## config.mk

```make
export PLATFORM = sky130hd
export DESIGN_NAME = adc_two_bit_channel_statistics
export DESIGN_NICKNAME = d
export VERILOG_FILES = /design/src/rtl/adcstat_pkg.sv /design/src/rtl/adcstat_mem.sv /design/src/rtl/adc_two_bit_channel_statistics.sv
export VERILOG_INCLUDE_DIRS = /design/src /design/src/rtl
export SDC_FILE = /design/constraint.sdc
export NUM_CORES = 1
export LEC_CHECK = 0
export BUFFER_PORTS_ARGS = -buffer_cell sky130_fd_sc_hd__buf_2
export CORE_ASPECT_RATIO = 0.7
export CORE_MARGIN = 10
export CORE_UTILIZATION = 60
export DETAILED_ROUTE_END_ITERATION = 6
export HOLD_SLACK_MARGIN = 0.15
export PLACE_DENSITY = 0.8
export REMOVE_ABC_BUFFERS = 1
export SLEW_MARGIN = 25
export SYNTH_ARGS = -nofsm -noshare
export SYNTH_HDL_FRONTEND = slang
export SYNTH_SLANG_ARGS = --single-unit
```

## constraint.sdc

```tcl
create_clock -name clock -period 9.6 [get_ports clock]
set_input_delay 0.48 -clock clock [delete_from_list [all_inputs] [get_ports clock]]
set_output_delay 0.48 -clock clock [all_outputs]
set_load 0.02 [all_outputs]
```

## src/rtl/adc_two_bit_channel_statistics_defines.svh

```systemverilog
// Assertion macros shared by the RTL of the channel statistics block.
`ifndef ADC_TWO_BIT_CHANNEL_STATISTICS_DEFINES_SVH
`define ADC_TWO_BIT_CHANNEL_STATISTICS_DEFINES_SVH

// The consequent must hold in the same cycle as the antecedent.
`define ADCSTAT_ASSERT_NOW(label, pre, post, msg) \
   label: assert property (@(posedge clock) disable iff (reset) (pre) |-> (post)) \
      else $error(msg);

// The consequent must hold in the cycle after the antecedent.
`define ADCSTAT_ASSERT_NEXT(label, pre, post, msg) \
   label: assert property (@(posedge clock) disable iff (reset) (pre) |=> (post)) \
      else $error(msg);

`endif

```

## src/rtl/adcstat_pkg.sv

```systemverilog
`default_nettype none

package adcstat_pkg;

   localparam int VALUE_W = 33;
   localparam int COUNT_W = 30;
   localparam int WORD_W  = 16;

   localparam logic [COUNT_W-1:0] CNT_MAX     = 30'h3FFF_FFFF;
   localparam logic [COUNT_W-1:0] EPOCH_RESET = 30'd33554432;
   localparam logic signed [VALUE_W:0] OFS_MAX =  34'sd3221225469;
   localparam logic signed [VALUE_W:0] OFS_MIN = -34'sd3221225469;

   // Two-bit sample codes, named by the levels they stand for.
   localparam logic [1:0] CODE_P1 = 2'd0;
   localparam logic [1:0] CODE_P3 = 2'd1;
   localparam logic [1:0] CODE_M1 = 2'd2;
   localparam logic [1:0] CODE_M3 = 2'd3;

   typedef enum logic [2:0] {
      ST_IDLE,
      ST_UPDATE,
      ST_RPT_READ,
      ST_RPT_LOAD,
      ST_RPT_SEND
   } state_type;

   typedef struct packed {
      logic rd_en;
      logic wr_en;
      logic clear_all;
   } mem_ctl_type;

   // Codes 0..3 stand for the sample levels +1, +3, -1, -3.
   function automatic logic signed [2:0] code_value(input logic [1:0] code);
      logic signed [2:0] v;
      unique case (code)
         CODE_P1: v = 3'sd1;
         CODE_P3: v = 3'sd3;
         CODE_M1: v = -3'sd1;
         CODE_M3: v = -3'sd3;
         default: v = 3'sd0;
      endcase
      return v;
   endfunction

   function automatic logic [VALUE_W-1:0] hist_inc(input logic [VALUE_W-1:0] old);
      logic [COUNT_W-1:0] cnt;
      cnt = old[COUNT_W-1:0];
      if (cnt != CNT_MAX) begin
         cnt = cnt + 1'b1;
      end
      return {{(VALUE_W-COUNT_W){1'b0}}, cnt};
   endfunction

   function automatic logic [VALUE_W-1:0] ofs_add(input logic [VALUE_W-1:0] old,
                                                  input logic [1:0] code);
      logic signed [VALUE_W:0] sum;
      sum = $signed({old[VALUE_W-1], old}) + (VALUE_W+1)'(code_value(code));
      if (sum > OFS_MAX) begin
         sum = OFS_MAX;
      end else if (sum < OFS_MIN) begin
         sum = OFS_MIN;
      end
      return sum[VALUE_W-1:0];
   endfunction

endpackage

`default_nettype wire

```

## src/rtl/adcstat_mem.sv

```systemverilog
`default_nettype none

module adcstat_mem
   import adcstat_pkg::*;
#(
   parameter int DEPTH = 20,
   parameter int AW    = 5
) (
   input  wire logic               clock,
   input  wire logic               reset,
   input  wire mem_ctl_type        ctl,
   input  wire logic [AW-1:0]      rd_addr,
   input  wire logic [AW-1:0]      wr_addr,
   input  wire logic [VALUE_W-1:0] wr_data,
   output logic      [VALUE_W-1:0] rd_data
);

   logic [VALUE_W-1:0] store_mem [DEPTH];
   logic [DEPTH-1:0]   valid_ff;
   logic [VALUE_W-1:0] rd_data_ff;
   logic               rd_hit_ff;

   always_ff @(posedge clock) begin
      if (ctl.wr_en) begin
         store_mem[wr_addr] <= wr_data;
      end
      if (ctl.rd_en) begin
         rd_data_ff <= store_mem[rd_addr];
      end
   end

   // An entry not written since reset or the last report reads as zero.
   always_ff @(posedge clock) begin
      if (reset || ctl.clear_all) begin
         valid_ff  <= '0;
         rd_hit_ff <= 1'b0;
      end else begin
         if (ctl.wr_en) begin
            valid_ff[wr_addr] <= 1'b1;
         end
         if (ctl.rd_en) begin
            rd_hit_ff <= valid_ff[rd_addr];
         end
      end
   end

   assign rd_data = rd_hit_ff ? rd_data_ff : '0;

endmodule

`default_nettype wire

```

## src/rtl/adc_two_bit_channel_statistics.sv

```systemverilog
// Each item is taken in ST_IDLE, then 2*CHANNELS RAM reads follow (one per histogram entry and
// per offset sum) and a final step for the last write-back; the input is not ready before that.
// A report run sends 5*CHANNELS+1 items, each through a RAM read, a load and a send state.
// After the last update write, the first report item goes through ST_RPT_READ and ST_RPT_LOAD.
// Synchronous reset clears the counters, mask and RAM valid bits at once; no clearing pass.
`default_nettype none

module adc_two_bit_channel_statistics
   import adcstat_pkg::*;
#(
   parameter int CHANNELS = 4
) (
   input  wire logic                clock,
   input  wire logic                reset,
   input  wire logic                req_tvalid,
   output logic                     req_tready,
   input  wire logic [WORD_W-1:0]   req_tdata,   // [15:0] sample_word
   input  wire logic                req_tlast,   // buffer_end
   output logic                     rsp_tvalid,
   input  wire logic                rsp_tready,
   output logic [39:0]              rsp_tdata,   // [32:0] report_value, [39:33] zero
   output logic [4:0]               rsp_tuser,   // [4:0] report_slot
   output logic                     rsp_tlast,   // report_last
   input  wire logic                csr_we,
   input  wire logic [COUNT_W-1:0]  csr_wdata    // epoch_words
);

   `include "adc_two_bit_channel_statistics_defines.svh"

   localparam int DEPTH = 5 * CHANNELS;
   localparam int AW    = $clog2(DEPTH);
   localparam int KW    = $clog2(2 * CHANNELS + 1);
   localparam int CHW   = (CHANNELS > 1) ? $clog2(CHANNELS) : 1;
   localparam logic [KW-1:0] K_END     = KW'(2 * CHANNELS);
   localparam logic [AW-1:0] OFS_BASE  = AW'(4 * CHANNELS);
   localparam logic [AW-1:0] MASK_SLOT = AW'(5 * CHANNELS);

   state_type           state_ff, state_in;
   logic [WORD_W-1:0]   word_ff, word_in;
   logic [WORD_W-1:0]   mask_ff, mask_in;
   logic [COUNT_W-1:0]  cnt_ff, cnt_in;
   logic [COUNT_W-1:0]  epoch_ff;
   logic                rpt_ff, rpt_in;
   logic [KW-1:0]       k_ff, k_in;
   logic                pend_ff, pend_in;
   logic                pend_ofs_ff, pend_ofs_in;
   logic [1:0]          pend_code_ff, pend_code_in;
   logic [AW-1:0]       pend_addr_ff, pend_addr_in;
   logic [AW-1:0]       slot_ff, slot_in;
   logic [VALUE_W-1:0]  value_ff, value_in;
   logic                last_ff, last_in;

   mem_ctl_type         mem_ctl;
   logic [AW-1:0]       rd_addr;
   logic [VALUE_W-1:0]  rd_data;
   logic [VALUE_W-1:0]  wr_data;

   logic [CHW-1:0]      ch;
   logic [1:0]          code;
   logic [COUNT_W-1:0]  cnt_sat;
   logic                rpt_hit;

   adcstat_mem #(
      .DEPTH (DEPTH),
      .AW    (AW)
   ) u_mem (
      .clock   (clock),
      .reset   (reset),
      .ctl     (mem_ctl),
      .rd_addr (rd_addr),
      .wr_addr (pend_addr_ff),
      .wr_data (wr_data),
      .rd_data (rd_data)
   );

   always_ff @(posedge clock) begin
      if (reset) begin
         epoch_ff <= EPOCH_RESET;
      end else if (csr_we) begin
         epoch_ff <= csr_wdata;
      end
   end

   always_ff @(posedge clock) begin
      if (reset) begin
         state_ff <= ST_IDLE;
         mask_ff  <= '0;
         cnt_ff   <= '0;
         rpt_ff   <= 1'b0;
         pend_ff  <= 1'b0;
      end else begin
         state_ff <= state_in;
         mask_ff  <= mask_in;
         cnt_ff   <= cnt_in;
         rpt_ff   <= rpt_in;
         pend_ff  <= pend_in;
      end
   end

   always_ff @(posedge clock) begin
      word_ff      <= word_in;
      k_ff         <= k_in;
      pend_ofs_ff  <= pend_ofs_in;
      pend_code_ff <= pend_code_in;
      pend_addr_ff <= pend_addr_in;
      slot_ff      <= slot_in;
      value_ff     <= value_in;
      last_ff      <= last_in;
   end

   // Even steps touch channel k/2's histogram entry, odd steps its offset sum.
   assign ch      = CHW'(k_ff >> 1);
   assign code    = 2'(word_ff >> (2 * int'(ch)));
   assign cnt_sat = (cnt_ff == CNT_MAX) ? cnt_ff : cnt_ff + 1'b1;
   assign rpt_hit = req_tlast && (cnt_sat >= epoch_ff);
   assign wr_data = pend_ofs_ff ? ofs_add(rd_data, pend_code_ff) : hist_inc(rd_data);

   always_comb begin
      state_in     = state_ff;
      word_in      = word_ff;
      mask_in      = mask_ff;
      cnt_in       = cnt_ff;
      rpt_in       = rpt_ff;
      k_in         = k_ff;
      pend_in      = 1'b0;
      pend_ofs_in  = pend_ofs_ff;
      pend_code_in = pend_code_ff;
      pend_addr_in = pend_addr_ff;
      slot_in      = slot_ff;
      value_in     = value_ff;
      last_in      = last_ff;
      mem_ctl      = '0;
      rd_addr      = slot_ff;
      req_tready   = 1'b0;
      rsp_tvalid   = 1'b0;

      unique case (state_ff)
         ST_IDLE: begin
            req_tready = 1'b1;
            if (req_tvalid) begin
               word_in  = req_tdata;
               mask_in  = mask_ff | req_tdata;
               cnt_in   = rpt_hit ? '0 : cnt_sat;
               rpt_in   = rpt_hit;
               k_in     = '0;
               state_in = ST_UPDATE;
            end
         end
         ST_UPDATE: begin
            // All addresses of one item differ, so a write never meets a read of its entry.
            mem_ctl.wr_en = pend_ff;
            if (k_ff != K_END) begin
               mem_ctl.rd_en = 1'b1;
               rd_addr       = k_ff[0] ? OFS_BASE + AW'(ch) : AW'({ch, code});
               pend_in       = 1'b1;
               pend_ofs_in   = k_ff[0];
               pend_code_in  = code;
               pend_addr_in  = rd_addr;
               k_in          = k_ff + 1'b1;
            end else begin
               slot_in  = '0;
               state_in = rpt_ff ? ST_RPT_READ : ST_IDLE;
            end
         end
         ST_RPT_READ: begin
            mem_ctl.rd_en = (slot_ff != MASK_SLOT);
            state_in      = ST_RPT_LOAD;
         end
         ST_RPT_LOAD: begin
            if (slot_ff == MASK_SLOT) begin
               value_in = VALUE_W'(mask_ff);
               last_in  = 1'b1;
            end else begin
               value_in = rd_data;
               last_in  = 1'b0;
            end
            state_in = ST_RPT_SEND;
         end
         ST_RPT_SEND: begin
            rsp_tvalid = 1'b1;
            if (rsp_tready) begin
               if (last_ff) begin
                  mem_ctl.clear_all = 1'b1;
                  rpt_in            = 1'b0;
                  state_in          = ST_IDLE;
               end else begin
                  slot_in  = slot_ff + 1'b1;
                  state_in = ST_RPT_READ;
               end
            end
         end
         default: begin
            state_in = ST_IDLE;
         end
      endcase
   end

   assign rsp_tdata = {7'd0, value_ff};
   assign rsp_tuser = 5'(slot_ff);
   assign rsp_tlast = last_ff;

   `ADCSTAT_ASSERT_NOW(a_no_overlap, req_tready, !rsp_tvalid,
      "input accepted while a report item is pending")
   `ADCSTAT_ASSERT_NOW(a_last_is_mask, rsp_tvalid && rsp_tlast,
      rsp_tuser == 5'(5 * CHANNELS), "report run ends on a slot other than the mask")
   `ADCSTAT_ASSERT_NEXT(a_idle_after_run, rsp_tvalid && rsp_tready && rsp_tlast,
      req_tready && !rsp_tvalid, "block not idle after the end of a report run")

endmodule

`default_nettype wire

```

Yosys cells after proc, flatten, opt, wreduce, memory -nomap -nowiden
Memories as Yosys holds them, arrays and structs flattened. A register that Yosys moved wholly into a read port is not among the register bits.
Index checks and enable logic that the tools add are counted.
{"block": "op_classes", "n_div": 0, "mul": 0, "shift": 1, "n_addsub": 6, "reduce_logical": 15, "n_eq_ne": 18, "n_bitwise": 3, "n_lt_le_gt_ge": 6, "n_mux": 44}
{"op": "33-bit two-way mux", "n": 4}
{"op": "30-bit two-way mux", "n": 3}
{"op": "30-bit by 1-bit adder with 30-bit output (second input constant)", "n": 2}
{"op": "33-bit by 3-bit adder with 34-bit output", "n": 1}
{"op": "34-bit by 33-bit greater-than comparator with 1-bit output (second input constant)", "n": 1}
{"op": "34-bit by 33-bit less-than comparator with 1-bit output (second input constant)", "n": 1}
{"op": "30-bit == test (second input constant)", "n": 1}
{"op": "30-bit greater-or-equal comparator", "n": 1}
{"op": "5-bit two-way mux", "n": 6}
{"op": "30-bit inequality test (second input constant)", "n": 1}
{"op": "20-bit OR", "n": 1}
{"op": "16-bit two-way mux", "n": 1}
{"op": "16-bit OR", "n": 1}
{"op": "16-bit by 3-bit >> shifter with 2-bit output", "n": 1}
{"op": "1-bit two-way mux", "n": 15}
{"op": "3-bit case mux with 5 select lines", "n": 1}
{"op": "5-bit by 6-bit less-than comparator with 1-bit output (second input constant)", "n": 2}
{"op": "2-bit inequality test (second input constant)", "n": 6}
{"op": "3-bit case mux with 4 select lines", "n": 1}
{"op": "5-bit case mux with 2 select lines", "n": 1}
{"op": "3-bit two-way mux", "n": 3}
{"op": "4-bit two-way mux", "n": 2}
{"op": "4-bit case mux with 2 select lines", "n": 1}
{"op": "4-bit AND reduction", "n": 2}
{"op": "25 further kinds", "n": 34}
{"block": "word_totals", "mem_bits_rw": 660, "word_cells": 111, "out_inout_bits": 48, "mem_bits_ro": 0, "in_bits": 52, "reg_bits": 169, "n_memories": 1, "latchBits": 0}
{"memory": "u_mem.store_mem", "depth": 20, "word_bits": 33, "read_ports": 1, "rd_clocked_by_memory_dff": 1, "write_ports": 1, "line": "adcstat_mem.sv:18", "text": "logic [VALUE_W-1:0] store_mem [DEPTH];"}

Logic depth before layout (Yosys ltp)
{"block": "logic_depth", "word_depth": 7, "mapped_depth": 23, "ltp_nobuf": 19}

By module
From an unflattened synthesis, not the netlist that was laid out.
{"block": "hier_totals", "hier_cells": 2561, "area_unflattened_um2": 37429.6}
{"module": "adcstat_mem", "instances": 1, "seq_area_each_um2": 21230.4, "area_per_inst_um2": 27167.3, "cells_each": 1279}
{"module": "adc_two_bit_channel_statistics", "instances": 1, "seq_area_each_um2": 3363.2, "area_per_inst_um2": 10262.3, "cells_each": 1282}

Least setup slack after synthesis
No wires, ideal clock.
{"block": "synth_path", "kind": "register to register", "start": "register u_mem.rd_hit_ff", "end": "memory u_mem.store_mem[0][0] (data pin)", "arrival_time_ns": 5.345, "period_less_slack_ns": 5.671, "setup_ns": 0.326, "setup_slack_ns": 3.929, "path_stages_with_launch": 22, "required_ns": 9.274, "path_buffers": 8, "path_cell_list": "dfxtp_1 -> buf_4 -> buf_4 -> buf_4 -> clkbuf_1 -> buf_2 -> buf_2 -> clkbuf_1 -> nand2_1 -> inv_1 -> ha_1 -> a2111oi_2 -> a2111oi_0 -> o211a_2 -> o311ai_4 -> nand2_1 -> a32oi_2 -> o21ai_0 -> or4_4 -> buf_6 -> and2_4 -> a31oi_1"}
{"block": "synth_via", "elab_chain_len": 6, "elab_cells_between_ends": 10, "classes_between": "add/sub: 2; order compare: 2; eq/ne: 1; mux: 5"}
{"item": "from (decl)", "line": "adcstat_mem.sv:21", "text": "logic rd_hit_ff;"}
{"item": "from (signal assigned)", "line": "adcstat_mem.sv:42", "text": "rd_hit_ff <= valid_ff[rd_addr];"}
{"item": "33-bit two-way mux (*)", "line": "adcstat_mem.sv:47", "text": "assign rd_data = rd_hit_ff ? rd_data_ff : '0;"}
{"item": "33-bit by 3-bit adder with 34-bit output", "line": "adcstat_pkg.sv:59", "text": "sum = $signed({old[VALUE_W-1], old}) + (VALUE_W+1)'(code_value(code));"}
{"item": "34-bit by 33-bit less-than comparator with 1-bit output", "line": "adcstat_pkg.sv:62", "text": "end else if (sum < OFS_MIN) begin"}
{"item": "33-bit two-way mux", "line": "adcstat_pkg.sv:62"}
{"item": "33-bit two-way mux", "line": "adcstat_pkg.sv:60", "text": "if (sum > OFS_MAX) begin"}
{"item": "33-bit two-way mux (*)", "line": "adc_two_bit_channel_statistics.sv:116", "text": "assign wr_data = pend_ofs_ff ? ofs_add(rd_data, pend_code_ff) : hist_inc(rd_data);"}
{"item": "named net u_mem.wr_data[0]", "line": "adcstat_mem.sv:14", "text": "input wire logic [VALUE_W-1:0] wr_data,"}
{"item": "to (decl)", "line": "adcstat_mem.sv:18"}
The timed path passes the listed nets; every way through them passes the cells marked *.

Final worst setup path
{"block": "layout_path", "start": "register pend_code_ff[0]", "end": "memory u_mem.store_mem[9][14] (data pin)"}
{"block": "layout_via", "elab_chain_len": 7, "elab_cells_between_ends": 11, "classes_between": "add/sub: 1; order compare: 2; eq/ne: 3; mux: 4; reduce/logical: 1"}
{"item": "from (decl)", "line": "adc_two_bit_channel_statistics.sv:47", "text": "logic [1:0] pend_code_ff, pend_code_in;"}
{"item": "from (signal assigned)", "line": "adc_two_bit_channel_statistics.sv:104", "text": "pend_code_ff <= pend_code_in;"}
{"item": "2-bit == test (tied with other cells)", "line": "adcstat_pkg.sv:37", "text": "unique case (code)"}
{"item": "3-bit case mux with 4 select lines (*)", "line": "adcstat_pkg.sv:37"}
{"item": "33-bit by 3-bit adder with 34-bit output (*)", "line": "adcstat_pkg.sv:59"}
{"item": "34-bit by 33-bit less-than comparator with 1-bit output", "line": "adcstat_pkg.sv:62"}
{"item": "33-bit two-way mux", "line": "adcstat_pkg.sv:62"}
{"item": "33-bit two-way mux (*)", "line": "adcstat_pkg.sv:60"}
{"item": "33-bit two-way mux (*)", "line": "adc_two_bit_channel_statistics.sv:116"}
{"item": "named net u_mem.wr_data[14]", "line": "adcstat_mem.sv:14"}
The timed path passes the listed nets; every way through them passes the cells marked *. The select of a mux whose other input is x is not followed.

==> results.sh <==
export IMPL_report_final_slew_viol_count=0
export IMPL_cts_tree="yes"
export IMPL_yosys_register_bits=853
export IMPL_tightestPinTransition_ps=1040
export IMPL_reg2reg_depth=15
export IMPL_synthCells=2659
export IMPL_cp_num_buf_inv=4
export IMPL_multiInputGateArea_um2=13100
export IMPL_clkLatencyLatePin_ps=680
export IMPL_endpoint_kind="flip-flop"
export IMPL_whs_path_depth=3
export IMPL_routedWlPerCell_um=29.9
export IMPL_p_int_w=0.00662
export IMPL_die_width_um=322
export IMPL_share_comb_of_total_power_pct=15.8
export IMPL_grt_remaining_overflow=0
export IMPL_status="finished clean"
export IMPL_fin_nets=2856
export IMPL_synthesis_area_um2=38300
export IMPL_initial_utilization_pct=60.6
export IMPL_hold_path_class="in2reg"
export IMPL_irDropWorstVdd_mv=0.183
export IMPL_min_from="rsp_tready"
export IMPL_final_setup_viol_count=0
export IMPL_cts_sinks=853
export IMPL_cp_depth=15
export IMPL_ys_async_sr_fraction_pct=0
export IMPL_cpMostUsedCell="a21oi_1"
export IMPL_clock_skew_ps=51.3
export IMPL_p_per_area_nw_per_um2=211
export IMPL_critPathKind="reg2reg"
export IMPL_die_area_um2=74500
export IMPL_seq_power_share_pct=48.8
export IMPL_ioPinCount=100
export IMPL_detailedRoute_firstPassIterationCount=6
export IMPL_cts_resized=0
export IMPL_rsz0062_at_grt="false"
export IMPL_hpwl_um=63100
export IMPL_grt_max_degree=121
export IMPL_required_ps=10080
export IMPL_cap_violations=0
export IMPL_num_vias=25400
export IMPL_drive_gt1_share_pct=20.5
export IMPL_num_fill_cells=4082
export IMPL_dieHeight_um=231
export IMPL_grt_pass1_vias=24700
export IMPL_path_max_fanout=42
export IMPL_switchingPower_w=0.00244
export IMPL_ys_seq_area_share_pct=64.2
export IMPL_grt_pass1_wl_um=161000
export IMPL_n_antenna_cell=0
export IMPL_io_buffers=92
export IMPL_grt_antenna_before_repair=1
export IMPL_clkTransAtPathRegs_ps=90
export IMPL_cts_root_buf="clkbuf_16"
export IMPL_synth_warnings=0
export IMPL_gr_usage_all_layers_pct=29.0
export IMPL_critPathSlowestCell="a311oi_1"
export IMPL_ant_nets=0
export IMPL_netSwitchingFraction_pct=26.9
export IMPL_max_stage_delay_ps=760
export IMPL_clockBufferDepth=3
export IMPL_clock_fmax_mhz=152
export IMPL_fp_row_count=77
export IMPL_fin_crit_ps=6590
export IMPL_htreeDepth=3
export IMPL_syn_area_per_cell_um2=14.4
export IMPL_final_cell_area_um2=43000
export IMPL_fin_util_pct=68.0
export IMPL_gp_congestion=1.01
export IMPL_area_growth_pct=12.2
export IMPL_relSlewSlack_pct=30.4
export IMPL_core_area_um2=63200
export IMPL_regArea_um2=24600
export IMPL_hold_violations=0
export IMPL_critPathLaunch="pend_code_ff[0]"
export IMPL_synth_cell_types=100
export IMPL_clkPwrFrac_pct=35.4
export IMPL_regToRegStartpoint="pend_code_ff[0]"
export IMPL_crit_arrival_ps=7070
export IMPL_leakagePower_nw=14.3
export IMPL_synth_edf_count=751
export IMPL_drc=0
export IMPL_drt_total_wl_um=109000
export IMPL_place_area_um2=39800
export IMPL_period_share_pct=68.6
export IMPL_numCtsBuffers=78
export IMPL_crit_path_start_kind="flip-flop"
export IMPL_path_cells="inv_1, ha_1, nor2_4, inv_2, buf_4, mux2_2, a311oi_1, a21oi_1, xnor2_1, o2111ai_1, nor4_1, nand3_1, a41o_2, a21oi_1, buf_2"
export IMPL_via_per_inst=6.95
export IMPL_drt_iter0_markers=3803
export IMPL_tns_ps=0
export IMPL_critPathTopFamily="compound AO/OA/AOI/OAI gates"
export IMPL_synth_ff_type="edfxtp_1"
[tightest hold or removal path: cells and delay by family]
| family | cells | cell delay (ps) |
|---|---|---|
| buf+inv | 1 | 140 |
| compound gates | 1 | 120 |
| simple gates | 1 | 120 |
[per-stage QoR]
| stage | std cells | hold slack (ps) | setup WS, ps | total power [W] |
|---|---|---|---|---|
| 2_1_floorplan | 2487 | 431 | -15250 | 0.00564 |
| 3_3_place_gp | 3456 | 442 | 3320 | 0.00579 |
| 3_5_place_dp | 3458 | 452 | 3140 | 0.00585 |
| 4_1_cts | 3648 | 215 | 3090 | 0.00902 |
| 5_1_grt | 3651 | 263 | 2870 | 0.00930 |
| 6_report | 3651 | 250 | 3010 | 0.00906 |
[flip-flops by register name (all words and copies together) (netlist names)]
signal and count:
cnt_ff 30, epoch_ff 30, k_ff 4, mask_ff 16
pend_addr_ff 4, pend_code_ff 2, pend_ff 1, pend_ofs_ff 1
rpt_ff 1, rsp_tlast 1, rsp_tuser 5, state_ff 3
u_mem.rd_data_ff 33, u_mem.rd_hit_ff 1, u_mem.store_mem 660, u_mem.valid_ff 20
value_ff 33, word_ff 8
[power by group through the flow]
| stage | combinational (W) | sequential [W] | clock, W |
|---|---|---|---|
| after floorplan | 0.00117 | 0.00447 | 0 |
| after global placement | 0.00129 | 0.00450 | 0 |
| after detailed placement | 0.00134 | 0.00450 | 0 |
| after CTS | 0.00137 | 0.00442 | 0.00322 |
| after global routing | 0.00153 | 0.00443 | 0.00335 |
| final | 0.00143 | 0.00443 | 0.00321 |
[layout make-up]
| cell class | count | area share [%] |
|---|---|---|
| clock inverters | 52 | 1.31 |
| clock buffers | 92 | 4.79 |
| well taps | 829 | 2.41 |
| repair buffers | 191 | 3.19 |
| inverters | 67 | 0.585 |
| flip-flops and latches | 853 | 57.3 |
| multi-input cells | 1567 | 30.5 |
[synthesized netlist by cell type, drive strengths merged (23+ instances only)]
master / number / area share, %
mux2i: 36 / 0.94
buf: 65 / 0.92
a211oi: 45 / 0.90
inv: 65 / 0.64
nor4: 40 / 0.65
o21a: 35 / 0.69
nand2: 208 / 2.0
nand3: 85 / 1.1
a31oi: 55 / 0.90
o21ai: 63 / 0.82
dfxtp: 102 / 5.3
clkbuf: 113 / 1.1
nor2: 165 / 1.6
ha: 45 / 1.5
edfxtp: 751 / 59
nor3: 48 / 0.63
mux4: 172 / 10
xor2: 23 / 0.53
nand4: 34 / 0.57
and2: 56 / 0.92
xnor2: 47 / 1.1
mux2: 40 / 1.2
a21oi: 111 / 1.5
[cells in the final DEF (no fill, tap or decap), types with 27 or more instances in the layout]
cell,Yosys,routed
edfxtp_1,751,751
nand2_1,208,207
mux4_2,172,172
nor2_1,165,146
dfxtp_1,102,101
buf_2,40,93
nand3_1,85,85
a21oi_1,111,82
clkbuf_16,0,80
inv_1,63,63
o21ai_0,60,57
a31oi_1,55,53
and2_1,52,52
xnor2_1,47,47
nor3_1,48,46
dlygate4sd3_1,0,46
buf_4,12,46
ha_1,45,45
a211oi_1,44,44
mux2_2,40,40
nor4_1,40,39
o21a_1,35,35
mux2i_1,36,34
nand4_1,33,33
a21oi_2,0,27
[path summary, 6_finish.rpt]
| kind | end | slack [ps] |
|---|---|---|
| setup / recovery | u_mem.store_mem[9][14] | 3010 |
| hold / removal | state_ff[2] | 250 |
| setup reg to reg | u_mem.store_mem[9][14] | 3010 |
| hold reg to reg | u_mem.valid_ff[5] | 470 |
[per-layer routing]
layer,track usage [%],part of all wire [%],up-vias
li1,-,-,10600
met1,40.2,39,12800
met2,44.0,46,1748
met3,8.43,13,255
met4,9.16,3.0,2
met5,0,0.012,-
[timing repair]
| action | in CTS | in global routing |
|---|---|---|
| endpoints found under the setup margin | 0 | 0 |
| hold buffers | 46 | 0 |
| endpoints found under the hold margin | 54 | 0 |
| setup buffers | 0 | 0 |
[logic make-up after synthesis]
logic type / synth area share [%]
AOI/OAI and AO/OA: 7.91
xor gates and xnor gates: 1.66
adders and majority gates: 1.52
buffers and inverters: 2.69
DFF: 64.2
muxes: 12.2
other: 0.00979
and+or+nand+nor: 9.76
No activity file was read; power rests on OpenSTA's default activity.
